--- config.mk ---
export PLATFORM = sky130hd
export DESIGN_NAME = h264_rtp_nal_packetizer_unit
export DESIGN_NICKNAME = d
export VERILOG_FILES = /design/src/h264rtp_pkg.sv /design/src/h264rtp_step.sv /design/src/h264_rtp_nal_packetizer_unit.sv
export SDC_FILE = /design/constraint.sdc
export NUM_CORES = 1
export LEC_CHECK = 0
export ABC_AREA = 0
export CORE_UTILIZATION = 43
export CTS_BUF_LIST = sky130_fd_sc_hd__clkbuf_16
export CTS_CLUSTER_SIZE = 24
export DETAILED_ROUTE_END_ITERATION = 8
export DONT_BUFFER_PORTS = 1
export PLACE_DENSITY = 0.61
export SETUP_SLACK_MARGIN = 0.1
export SYNTH_ARGS = -nofsm -noshare
export SYNTH_HDL_FRONTEND = slang
export SYNTH_SLANG_ARGS = --single-unit
--- constraint.sdc ---
create_clock -name clk -period 26.8 [get_ports clk]
set_input_delay 2.68 -clock clk [delete_from_list [all_inputs] [get_ports clk]]
set_output_delay 2.68 -clock clk [all_outputs]
set_load 0.02 [all_outputs]
--- src/h264rtp_pkg.sv ---
// Shared types and constants of the H.264 RTP NAL packetizer.
`default_nettype none
package h264rtp_pkg;

  localparam int unsigned MAX_RESULTS = 3;
  localparam int unsigned CNT_W       = 2;
  localparam int unsigned CFG_IDX_W   = 2;

  // configuration register indexes
  localparam logic [CFG_IDX_W-1:0] CFG_IDX_MODE = 2'd0;
  localparam logic [CFG_IDX_W-1:0] CFG_IDX_MPS  = 2'd1;

  localparam logic        MODE_RESET = 1'b1;
  localparam logic [15:0] MPS_RESET  = 16'd1400;

  localparam logic [4:0] FUA_TYPE = 5'd28;
  localparam logic [7:0] NRI_MASK = 8'h60;

  typedef struct packed {
    logic [7:0]  data_byte;
    logic [15:0] nal_length;
    logic        last_nal_in_frame;
    logic [31:0] rtp_timestamp;
  } in_item_t;

  typedef struct packed {
    logic [7:0]  out_byte;
    logic        packet_start;
    logic        packet_end;
    logic        marker;
    logic [15:0] sequence_number;
    logic [31:0] timestamp_out;
  } out_item_t;

  typedef struct packed {
    logic        packetization_mode;
    logic [15:0] max_payload_size;
  } cfg_t;

  typedef struct packed {
    logic [15:0] byte_index;
    logic [15:0] chunk_fill;
    logic [7:0]  saved_header;
    logic        fragmenting;
    logic [15:0] sequence_counter;
  } state_t;

  // results caused by one NAL byte, slot 0 first
  typedef struct packed {
    logic [CNT_W-1:0]                  cnt;
    out_item_t [MAX_RESULTS-1:0]       item;
  } group_t;

endpackage : h264rtp_pkg
`default_nettype wire

--- src/h264rtp_step.sv ---
// Per-byte packetizing logic: next state and the result group for one NAL byte.
`default_nettype none
module h264rtp_step (
  input  h264rtp_pkg::cfg_t     cfg,
  input  h264rtp_pkg::state_t   st,
  input  h264rtp_pkg::in_item_t item,
  output h264rtp_pkg::state_t   st_nxt,
  output h264rtp_pkg::group_t   grp
);
  import h264rtp_pkg::*;

  logic        first_byte;
  logic        nal_end;
  logic [15:0] pm;
  logic [7:0]  hdr_e;
  logic        frag_e;
  logic [15:0] fill_e;
  logic [15:0] chunk_start;
  logic        final_chunk;
  logic        chunk_full;
  logic        pkt_end;
  logic        mk;
  logic [7:0]  fu_ind;
  logic [7:0]  fu_hdr;
  logic [CNT_W-1:0] last_slot;
  out_item_t   base;

  assign first_byte  = (st.byte_index == 16'd0);
  assign nal_end     = ({1'b0, st.byte_index} + 17'd1) >= {1'b0, item.nal_length};
  assign pm          = (cfg.max_payload_size < 16'd3) ? 16'd1
                                                       : cfg.max_payload_size - 16'd2;
  assign hdr_e       = first_byte ? item.data_byte : st.saved_header;
  assign frag_e      = first_byte ? (cfg.packetization_mode &&
                                     (item.nal_length > cfg.max_payload_size))
                                  : st.fragmenting;
  assign fill_e      = first_byte ? 16'd0 : st.chunk_fill;
  assign chunk_start = st.byte_index - fill_e;
  assign final_chunk = ({1'b0, chunk_start} + {1'b0, pm}) >= {1'b0, item.nal_length};
  assign chunk_full  = ({1'b0, fill_e} + 17'd1) >= {1'b0, pm};
  assign pkt_end     = nal_end || (frag_e && chunk_full);
  assign mk          = frag_e ? (item.last_nal_in_frame && final_chunk)
                              : item.last_nal_in_frame;
  assign fu_ind      = (hdr_e & NRI_MASK) | {3'b000, FUA_TYPE};
  assign fu_hdr      = {(chunk_start == 16'd0), final_chunk, 1'b0, hdr_e[4:0]};

  always_comb begin
    base.out_byte        = item.data_byte;
    base.packet_start    = 1'b0;
    base.packet_end      = 1'b0;
    base.marker          = mk;
    base.sequence_number = st.sequence_counter;
    base.timestamp_out   = item.rtp_timestamp;

    grp.item[0] = base;
    grp.item[1] = base;
    grp.item[2] = base;

    if (!frag_e) begin
      grp.cnt = 2'd1;
      grp.item[0].packet_start = first_byte;
    end else if (fill_e == 16'd0) begin
      // open a chunk: FU indicator, FU header, then the byte unless it is the header
      grp.item[0].out_byte     = fu_ind;
      grp.item[0].packet_start = 1'b1;
      grp.item[1].out_byte     = fu_hdr;
      grp.cnt = first_byte ? 2'd2 : 2'd3;
    end else begin
      grp.cnt = 2'd1;
    end

    last_slot = grp.cnt - 2'd1;
    grp.item[last_slot].packet_end = pkt_end;
  end

  always_comb begin
    st_nxt.byte_index       = nal_end ? 16'd0 : st.byte_index + 16'd1;
    st_nxt.chunk_fill       = frag_e ? (pkt_end ? 16'd0 : fill_e + 16'd1) : fill_e;
    st_nxt.saved_header     = hdr_e;
    st_nxt.fragmenting      = frag_e;
    st_nxt.sequence_counter = st.sequence_counter + {15'd0, pkt_end};
  end

endmodule : h264rtp_step
`default_nettype wire

--- src/h264_rtp_nal_packetizer_unit.sv ---
// Top level of the H.264 RTP NAL packetizer with FU-A fragmentation.
//
//   channel  | direction | handshake              | payload
//   ---------+-----------+------------------------+----------------------------
//   in_      | input     | in_valid / in_stall    | in_data  (in_item_t)
//   out_     | output    | out_valid / out_stall  | out_data (out_item_t)
//   cfg_     | input     | cfg_valid / cfg_ready  | cfg_index, cfg_wdata
//
// Results: a pass-through byte or a byte inside an FU-A chunk gives one result,
// the header byte of a fragmented NAL two and a chunk-opening byte three; the
// single result port drains the result group. A request passes the input
// register and then the result group register; its first result is shown
// once the result register is free.
// Reset: synchronous, active low; clears the pipeline, the packetizer state and
// loads packetization_mode = 1, max_payload_size = 1400.
// Stalls: out_stall holds the result group; the input register keeps taking
// one request while a result waits, then in_stall rises.
`default_nettype none
module h264_rtp_nal_packetizer_unit (
  input  wire                               clk,
  input  wire                               rst_n,
  // byte input
  input  wire                               in_valid,
  output logic                              in_stall,
  input  h264rtp_pkg::in_item_t             in_data,
  // result output
  output logic                              out_valid,
  input  wire                               out_stall,
  output h264rtp_pkg::out_item_t            out_data,
  // register writes
  input  wire                               cfg_valid,
  output logic                              cfg_ready,
  input  wire [h264rtp_pkg::CFG_IDX_W-1:0]  cfg_index,
  input  wire [15:0]                        cfg_wdata
);
  import h264rtp_pkg::*;

  // input register
  logic                        s1_valid_r;
  in_item_t                    s1_item_r;
  // result group register, slot 0 is presented
  logic [CNT_W-1:0]            rem_r;
  out_item_t [MAX_RESULTS-1:0] items_r;
  // packetizer state and registers
  state_t                      st_r;
  state_t                      st_nxt;
  cfg_t                        cfg_r;
  group_t                      grp;

  logic in_take;
  logic out_take;
  logic s2_load;

  assign out_valid = (rem_r != '0);
  assign out_data  = items_r[0];
  assign out_take  = out_valid && !out_stall;

  // move the held request on once the group is empty or its last result leaves
  assign s2_load   = s1_valid_r && ((rem_r == '0) || ((rem_r == 2'd1) && out_take));
  assign in_stall  = s1_valid_r && !s2_load;
  assign in_take   = in_valid && !in_stall;
  assign cfg_ready = 1'b1;

  h264rtp_step u_step (
    .cfg    (cfg_r),
    .st     (st_r),
    .item   (s1_item_r),
    .st_nxt (st_nxt),
    .grp    (grp)
  );

  // control state
  always_ff @(posedge clk) begin
    if (!rst_n) begin
      s1_valid_r <= 1'b0;
      rem_r      <= '0;
      st_r       <= '0;
      cfg_r.packetization_mode <= MODE_RESET;
      cfg_r.max_payload_size   <= MPS_RESET;
    end else begin
      if (in_take) begin
        s1_valid_r <= 1'b1;
      end else if (s2_load) begin
        s1_valid_r <= 1'b0;
      end

      if (s2_load) begin
        rem_r <= grp.cnt;
        st_r  <= st_nxt;
      end else if (out_take) begin
        rem_r <= rem_r - 2'd1;
      end

      if (cfg_valid && cfg_ready) begin
        case (cfg_index)
          CFG_IDX_MODE: cfg_r.packetization_mode <= cfg_wdata[0];
          CFG_IDX_MPS:  cfg_r.max_payload_size   <= cfg_wdata;
          default:      ;
        endcase
      end
    end
  end

  // payload: hold while stalled, advance on a take
  always_ff @(posedge clk) begin
    if (in_take) begin
      s1_item_r <= in_data;
    end
    if (s2_load) begin
      items_r <= grp.item;
    end else if (out_take) begin
      items_r[0] <= items_r[1];
      items_r[1] <= items_r[2];
    end
  end

endmodule : h264_rtp_nal_packetizer_unit
`default_nettype wire

==> reports/results.tsv, run 1 <==
stage	metric	value	unit
status	status	finished clean	
critical_path	cpPeakStageDelay	540	ps
power_and_ir_drop	power_frac_clock	35.5	%
synthesis	synth-edff-count	232	
power_and_ir_drop	power_density	76.3	nW/um^2
synthesis	yosys-top-cells-count	nand2_1 (375), edfxtp_1 (232), ha_1 (108), nor2_1 (87), a21oi_1 (81)	
critical_path	cp-end-kind	flip-flop	
synthesis	yosysWarnings	0	
placed_design	place_ws	20230	ps
timing	skew	25.2	ps
placed_design	io_buffers	0	
die	core_area	36700	um^2
clocking	post_cts_resized	0	
routing	drt_iter0_markers	866	
global_route	grt_pass1_vias	10480	
synthesis	synth-seq-area-share	52.9	%
global_route	antenna_found_initial	0	
routing	firstDrtPassIters	5	
placed_design	gp_congestion	0.891	
placed_design	placed_cell_area	16000	um^2
timing	rsz0062_at_grt	no	
synthesis	yosysTopAreaCell	edfxtp_1	
synthesis	syn-mean-instance-area	10.1	um^2
timing	period_needed	6620	ps
run	cap_violations	0	
clocking	clk_pin_slew_worst_paths	60	ps
global_route	grt_overflow	0	
global_route	grt_usage	19.5	%
power_and_ir_drop	p_seq_share	50.8	%
synthesis	synth.area.top_cells	edfxtp_1 (43%), dfxtp_1 (9.5%), nand2_1 (8.8%)	
layout	area_growth	7.10	%
synthesis	async_flop_share	0	%
critical_path	required	27070	ps
timing	fmax	151	MHz
synthesis	yosys.area.top_type_share	43.4	%
die	die_area	38100	um^2
critical_path	start_kind	flip-flop	
die	die_w	195	um
global_route	use_met1	27.0	%
timing	drv_slew	0	
die	std_cell_rows	70	
clocking	postCtsSetupBuffers	0	
critical_path	critPathMaxFanout	18	
critical_path	cpMostUsedCell	ha_1	
synthesis	ys_ff_latch	308	
global_route	top_usage_layer	met2	
global_route	use_met2	30.6	%
timing	hold_viol	0	
power_and_ir_drop	p_leak	0.00707	uW
layout	fin_nets	1707	
synthesis	netlist_area	16000	um^2
worst_hold_path	min_path_type	flip-flop to flip-flop	
clocking	numCtsBuffers	35	
die	io_pins	142	
synthesis	syn_nets	1779	
power_and_ir_drop	pwr-share-comb	13.7	%
routing	routedWlPerCell	18.4	um
timing	fin_crit_sh	24.7	%
critical_path	crit_slowest_cell	a31oi_1	
placed_design	hpwl	26300	um
critical_path	path_class	flip-flop to flip-flop	
clocking	clock-root-buffer	clkbuf_16	
synthesis	ys.flop_type	edfxtp_1	
critical_path	arrival	6890	ps
power_and_ir_drop	p_int	933	uW
layout	fillers	3396	
timing	finalSetupViolCount	0	
layout	stdcell_area	17200	um^2
clocking	cts_tree	done	
routing	wirelength	37000	um
clocking	cts_hold_buf	0	
clocking	cts.sink_count	308	
power_and_ir_drop	power.share.switching	28.8	%
routing	vias	10974	
timing	fin_tns_setup	0	ps
timing	maxSlewHeadroom	22.8	%
clocking	cts_max_path_buffers	3	
synthesis	yosysUniqueCellTypes	67	
die	die_h	195	um
timing	tightest_slew	1150	ps
clocking	htreeDepth	2	
power_and_ir_drop	ir_drop	0.0466	mV
routing	drc	0	
synthesis	yosysMostFrequentCell	nand2_1	
layout	drive_above_1_share	5.76	%
power_and_ir_drop	p_sw	377	uW
routing	drtAntennaViolNets	0	
timing	worst_slack	20180	ps
global_route	met3_usage	3.47	%
synthesis	synth_cells	1589	
global_route	grt_max_degree	82	
global_route	grt_pass1_wl	58000	um
clocking	clk_latency	550	ps
routing	via_per_inst	5.45	
die	initial_core_util	43.7	%
[layout make-up]
class	count	area, um^2	area share, %
flip-flops and latches	308	8490	49.4
multi-input cells	1091	6640	38.6
clock buffers	35	876	5.10
well taps	468	586	3.41
inverters	74	280	1.63
clock inverters	29	258	1.50
repair buffers	7	52.6	0.306
diodes	1	2.50	0.0146
[sequential cells by signal (all words and copies together), names as in the netlist]
| register | count |
|---|---|
| rem_r | 2 |
| s1_valid_r | 1 |
| s1_item_r | 57 |
| items_r | 116 |
| cfg_r | 17 |
| out_data | 59 |
| st_r | 56 |
[final timing paths]
kind	startpoint	endpoint	slack, ps	depth (start not counted)
max	st_r[42]	items_r[166]	20180	26
min reg2reg	s1_item_r[13]	items_r[131]	440	0
max reg2reg	st_r[42]	items_r[166]	20180	26
min	s1_item_r[13]	items_r[131]	440	0
[layout by cell type, fill, tap and decap left out, types with 4 or more instances in the layout]
cell	netlist	routed
dfxtp_1	76	76
o21a_1	8	8
and2_1	8	8
nor4_1	9	9
o21ai_0	61	59
nand2b_1	10	9
or3_1	11	11
xor2_1	27	27
nor3_1	23	23
mux2i_1	12	12
nand3_1	31	31
edfxtp_1	232	232
clkinvlp_4	0	4
o21bai_1	4	4
a21o_1	18	18
clkinv_1	0	4
clkinv_2	0	5
o211ai_1	11	11
buf_4	60	7
a211oi_1	7	7
nor2b_1	8	7
clkbuf_16	0	35
o31ai_1	4	4
o2111ai_1	4	4
and4_1	5	5
a21oi_1	81	81
nor2_1	87	87
inv_1	73	81
a22oi_1	12	12
nand4_1	22	22
ha_1	108	108
a31oi_1	8	8
nand3b_1	5	5
and3_1	19	19
nor3b_1	5	5
nand2_1	375	375
or2_2	16	16
xnor2_1	46	46
[metal layers]
metal  vias to the layer above  routed length, um  part of all wire (%)
met3                        70               2170                   5.8
li1                       5385                  -                     -
met1                      5171              17100                    46
met5                         -                  0                     0
met2                       348              16700                    45
met4                         0               1100                   3.0
[critical path, delay by kind of cell, from the launching register on]
kind / cells / cell delay [ps]
adders and majority gates: 5 / 1390
DFF: 1 / 500
buffers and inverters: 3 / 290
and+or+nand+nor: 5 / 1110
xor gates and xnor gates: 2 / 400
AOI/OAI and AO/OA: 11 / 2650
[power by group through the flow]
stage	clock network, uW	registers (uW)	logic (uW)
detailed placement	0	677	182
global route	497	672	204
floorplan	0	650	193
global placement	0	675	177
finish	465	666	180
CTS	478	667	183
[kinds of logic (layout without fill, tap and decap cells)]
group                      count (synthesis)  count (layout)  synth area share, %
AOI/OAI and AO/OA                        246             246                 9.49
muxes                                     14              14                0.889
xor gates and xnor gates                  73              73                 3.99
adders and majority gates                110             110                 8.67
and+or+nand+nor                          647             647                 18.1
DFF                                      308             308                 52.9
buffers and inverters                    190             145                 5.87
other                                      1               2               0.0234
[stage by stage]
step                util (%)  hold WS (ps)  std cells  total power [uW]
finish                  46.8           437       2013              1310
global route            46.8           448       2012              1370
CTS                     46.8           436       2012              1330
detailed placement      43.7           434       1948               859
global placement        43.7           432       1948               852
floorplan                  -           420       1589               843
No activity file was read; power rests on OpenSTA's default activity.
==> inputs of run 2 (changes only) <==
Settings changed: ABC_AREA 0 to 1.
Clock period 26.8 ns to 6.46 ns, I/O delays scaled along.
==> run 2 against run 1 <==
  * Via count rose by 11%
  * Worst setup slack got worse by 19000 ps
  * Flip-flop and latch count did not move
  * Routed wire length rose by 3.4%
  * Area after synthesis rose by 5.3%
  * Non-clock buffer count fell by 2
  * Design area rose by 4.8%
  * Sequential power rose to 4.7 times the previous value
  * Count of clock-buffer cells in the layout rose by 1
  * Largest cell class unchanged
  * Largest power group unchanged
==> reports/results.tsv, run 2 <==
stage	metric	value	unit
status	status	finished clean	
routing	firstDrtPassIters	6	
timing	maxSlewHeadroom	26.2	%
power_and_ir_drop	pwr-share-comb	27.0	%
synthesis	ys.flop_type	edfxtp_1	
layout	layoutNonFillerInstCount	2411	
synthesis	synth-edff-count	232	
die	initial_core_util	43.7	%
critical_path	cp-end-kind	flip-flop	
run	cap_violations	0	
clocking	cts_hold_buf	0	
power_and_ir_drop	power_frac_clock	27.5	%
timing	hold_viol	0	
clocking	htreeDepth	2	
timing	fmax	179	MHz
timing	tightest_slew	1110	ps
placed_design	gp_congestion	0.909	
timing	fin_tns_setup	0	ps
power_and_ir_drop	p_leak	0.00827	uW
critical_path	critPathMaxFanout	6	
power_and_ir_drop	power.share.switching	35.6	%
layout	largest_register	items_r	
clocking	cts.sink_count	308	
routing	drc	0	
synthesis	async_flop_share	0	%
power_and_ir_drop	p_int	4470	uW
routing	drt_iter0_markers	862	
clocking	clk_latency	550	ps
power_and_ir_drop	p_sw	2470	uW
layout	largest_reg_flops	116	
timing	rsz0062_at_grt	no	
synthesis	netlist_area	16900	um^2
critical_path	arrival	5870	ps
clocking	clock-root-buffer	clkbuf_16	
synthesis	yosys-top-cells-count	nand2_1 (523), inv_1 (238), edfxtp_1 (232), nor2_1 (149), a21oi_1 (109)	
power_and_ir_drop	power_density	385	nW/um^2
layout	layout_commonest_cell	nand2_1	
layout	antenna_cells	0	
synthesis	synth.area.top_cells	edfxtp_1 (41%), nand2_1 (12%), dfxtp_1 (9.0%)	
synthesis	yosysMostFrequentCell	nand2_1	
layout	mostFrequentLayoutCells	nand2_1 (523), inv_1 (243), edfxtp_1 (232)	
global_route	grt_pass1_vias	11320	
timing	worst_slack	884	ps
worst_hold_path	min_path_type	input port to flip-flop	
power_and_ir_drop	ir_drop	0.164	mV
critical_path	cpPeakStageDelay	560	ps
die	std_cell_rows	72	
clocking	cts_max_path_buffers	3	
timing	fin_crit_sh	86.3	%
timing	skew	25.2	ps
synthesis	yosysUniqueCellTypes	49	
layout	drive_above_1_share	4.86	%
clocking	cts_tree	done	
die	core_area	38600	um^2
die	io_pins	142	
critical_path	required	6750	ps
synthesis	synth_cells	1935	
critical_path	crit_slowest_cell	nor4_1	
critical_path	path_class	flip-flop to flip-flop	
timing	drv_slew	0	
synthesis	ys_ff_latch	308	
placed_design	hpwl	27400	um
global_route	grt_overflow	0	
die	die_area	40100	um^2
routing	wirelength	38300	um
global_route	grt_max_degree	184	
critical_path	cpMostUsedCell	nand2_1	
clocking	numCtsBuffers	36	
synthesis	yosysWarnings	0	
routing	vias	12193	
clocking	clk_pin_slew_worst_paths	60	ps
routing	via_per_inst	5.06	
placed_design	placed_cells	2347	
clocking	post_cts_resized	0	
synthesis	yosys.area.top_type_share	41.3	%
layout	fin_nets	2057	
timing	finalSetupViolCount	0	
placed_design	place_ws	951	ps
placed_design	io_buffers	0	
die	die_w	200	um
clocking	postCtsSetupBuffers	0	
power_and_ir_drop	p_seq_share	45.6	%
routing	drtAntennaViolNets	0	
global_route	antenna_found_initial	0	
layout	area_growth	6.65	%
synthesis	syn_nets	2125	
synthesis	syn-mean-instance-area	8.73	um^2
die	die_h	200	um
synthesis	synth-seq-area-share	50.3	%
routing	routedWlPerCell	15.9	um
global_route	grt_pass1_wl	60700	um
global_route	grt_usage	19.0	%
timing	period_needed	5580	ps
synthesis	yosysTopAreaCell	edfxtp_1	
critical_path	start_kind	flip-flop	
run 2: metal layers:
layer | up-vias | GRT usage, % | part of all wire, %
li1 | 6219 | - | -
met1 | 5639 | 25.1 | 45
met2 | 286 | 31.1 | 47
met3 | 49 | 3.42 | 5.3
met4 | 0 | 6.98 | 2.7
met5 | - | 0 | 0
run 2: final timing paths:
check	start	end	slack (ps)	cells after the start
max	st_r[41]	items_r[116]	880	30
max reg2reg	st_r[41]	items_r[116]	880	30
min reg2reg	s1_item_r[6]	items_r[124]	450	0
min	in_data[5]	s1_item_r[5]	190	0
run 2: layout make-up:
type                       count  area (um^2)
inverter                     245          925
timing repair buffer           5         50.0
multi-input combinational   1271         6790
tap                          518          648
clock inverter                28          206
fill                        3684        20600
clock buffer                  36          901
sequential                   308         8490
run 2: stage by stage:
stage | total power, uW | hold slack [ps] | area (um^2) | util (%)
4_1_cts | 7030 | 163 | 18000 | 46.6
6_report | 6940 | 191 | 18000 | 46.6
3_3_place_gp | 5030 | 433 | 16900 | 43.7
3_5_place_dp | 5090 | 435 | 16900 | 43.7
2_1_floorplan | 4790 | 426 | 16900 | -
5_1_grt | 7410 | 168 | 18000 | 46.6
run 2: worst max-delay path, delay by kind of cell (launching register included):
kind / cells / cell delay, ps
xor gates and xnor gates: 1 / 60
DFF: 1 / 330
AOI/OAI and AO/OA: 3 / 910
and+or+nand+nor: 18 / 2470
adders and majority gates: 5 / 1230
buffers and inverters: 3 / 320
run 2: power groups by stage:
stage	Combinational [uW]	Sequential [uW]	Clock [uW]
floorplan	1840	2940	0
global placement	1840	3190	0
detailed placement	1880	3210	0
CTS	1890	3170	1970
global route	2160	3210	2040
finish	1870	3160	1910
run 2: kinds of logic after synthesis:
group	after synthesis	synth area share, %
DFF	308	50.3
adders and majority gates	110	8.24
other	1	0.0222
and+or+nand+nor	871	21.7
AOI/OAI and AO/OA	245	7.90
buffers and inverters	356	9.57
xor gates and xnor gates	43	2.23
muxes	1	0.0593
==> inputs of run 3 (changes only) <==
Settings changed: CORE_MARGIN set to 2, SYNTH_HIERARCHICAL set to 1.
==> run 3 against run 2 <==
  * Register-to-register slack worse by 110 ps
  * Maximum frequency down 1.9%
  * Design area up 3.4%
  * Worst hold slack worse by 12 ps
  * Sequential power down 4%
  * Critical path type unchanged
==> reports/results.tsv, run 3 <==
stage	metric	value	unit
routing	wirelength	40800	um
timing	skew	32.1	ps
die	std_cell_rows	76	
power_and_ir_drop	power_density	441	nW/um^2
timing	period_needed	5690	ps
timing	maxSlewHeadroom	22.5	%
status	status	finished clean	
critical_path	cpLargestDelayFamily	simple AND/OR/NAND/NOR gates	
layout	drive_above_1_share	4.78	%
global_route	grt_usage	18.4	%
clocking	numCtsBuffers	36	
synthesis	syn-mean-instance-area	8.30	um^2
timing	drv_slew	0	
routing	drt_iter0_markers	981	
power_and_ir_drop	p_sw	3310	uW
critical_path	cp-end-kind	flip-flop	
global_route	grt_overflow	0	
routing	via_per_inst	4.88	
critical_path	required	6750	ps
critical_path	start_kind	flip-flop	
global_route	grt_pass1_vias	12390	
worst_hold_path	min_path_type	input port to flip-flop	
clocking	clock-root-buffer	clkbuf_16	
global_route	grt_pass1_wl	66000	um
timing	hold_slack	180	ps
routing	firstDrtPassIters	5	
clocking	htreeDepth	2	
die	initial_core_util	43.5	%
timing	fin_tns_setup	0	ps
critical_path	cpPeakStageDelay	500	ps
die	core_area	43000	um^2
clocking	cts_tree	done	
placed_design	hpwl	28700	um
layout	largest_register	items_r	
critical_path	critPathMaxFanout	21	
clocking	cts_hold_buf	0	
critical_path	worst-path-buf-inv	5	
timing	hold_viol	0	
power_and_ir_drop	p_leak	0.00850	uW
power_and_ir_drop	pwr-share-comb	39.5	%
die	die_w	213	um
global_route	antenna_found_initial	1	
power_and_ir_drop	power_frac_clock	23.6	%
layout	mostFrequentLayoutCells	nand2_1 (652), nor2_1 (276), edfxtp_1 (234)	
critical_path	cpMostUsedCell	nand2_1	
critical_path	path_class	flip-flop to flip-flop	
die	die_area	45200	um^2
synthesis	netlist_area	18700	um^2
clocking	clk_pin_slew_worst_paths	60	ps
clocking	postCtsSetupBuffers	0	
global_route	grt_max_degree	187	
timing	finalSetupViolCount	0	
timing	tightest_slew	1160	ps
layout	layout_commonest_cell	nand2_1	
critical_path	crit_slowest_cell	a2111oi_0	
layout	area_growth	-0.541	%
synthesis	synth_cells	2256	
placed_design	gp_congestion	0.946	
routing	drc	0	
power_and_ir_drop	ir_drop	0.336	mV
critical_path	arrival	5970	ps
routing	vias	12864	
die	io_pins	142	
power_and_ir_drop	p_int	4890	uW
synthesis	yosysWarnings	6	
power_and_ir_drop	p_seq_share	36.9	%
power_and_ir_drop	power.share.switching	40.4	%
layout	fin_nets	2213	
timing	fmax	176	MHz
layout	fillers	4264	
clocking	cts_max_path_buffers	3	
routing	drtAntennaViolNets	0	
clocking	clk_latency	560	ps
routing	routedWlPerCell	15.5	um
die	die_h	213	um
run	cap_violations	0	
timing	rsz0062_at_grt	no	
timing	fin_crit_sh	88.0	%
layout	largest_reg_flops	118	
placed_design	io_buffers	0	
clocking	cts.sink_count	310	
run 3: cell type report:
cell class | count | area (um^2) | area share (%)
antenna | 1 | 2.50 | 0.0134
sequential | 310 | 8550 | 45.9
tap | 585 | 732 | 3.93
clock inverter | 30 | 225 | 1.21
timing repair buffer | 8 | 60.1 | 0.323
inverter | 225 | 853 | 4.58
multi-input combinational | 1442 | 7290 | 39.2
clock buffer | 36 | 901 | 4.84
run 3: path summary, 6_finish.rpt:
| check | endpoint | slack [ps] | start | cells after the start |
|---|---|---|---|---|
| setup / recovery | items_r[107] | 770 | st_r[42] | 29 |
| hold / removal | s1_item_r[46] | 180 | in_data[46] | 0 |
| setup reg to reg | items_r[107] | 770 | st_r[42] | 29 |
| hold reg to reg | items_r[176] | 440 | s1_item_r[56] | 0 |
run 3: metrics by stage:
step / util [%] / cells / instance area, um^2 / power [uW] / setup slack (ps)
after floorplan: - / 2257 / 18700 / 5830 / 1410
after global placement: 40.7 / 2570 / 17500 / 6190 / 754
after detailed placement: 40.7 / 2570 / 17500 / 6260 / 726
after CTS: 43.3 / 2636 / 18600 / 8260 / 695
after global routing: 43.3 / 2637 / 18600 / 8900 / 159
final: 43.3 / 2637 / 18600 / 8210 / 774
run 3: power groups by stage:
stage	Combinational, uW	Clock [uW]	Sequential [uW]
2_1_floorplan	2960	0	2860
3_5_place_dp	3190	0	3070
3_3_place_gp	3130	0	3060
5_1_grt	3750	2080	3080
6_report	3240	1940	3030
4_1_cts	3220	2010	3030
run 3: repair_timing:
item,in CTS,in global routing
hold endpoints to repair,0,0
endpoints found under the setup margin,0,4
gates resized for setup,0,2
run 3: metal layers:
| metal | global-route usage (%) | vias to the layer above | share of wire, % |
|---|---|---|---|
| li1 | - | 6570 | - |
| met1 | 25.3 | 5932 | 47 |
| met2 | 29.4 | 291 | 46 |
| met3 | 3.15 | 71 | 4.4 |
| met4 | 6.37 | 0 | 2.8 |
| met5 | 0 | - | 0 |
run 3: worst register-to-register path: cells and delay by family, from the launching register on:
family,cells,cell delay (ps)
AND/OR/NAND/NOR,13,1590
adder cells (fa/ha/maj),5,1350
AO/OA/AOI/OAI,4,1070
buffers and inverters,5,540
flip-flops,1,450
XOR/XNOR,2,420
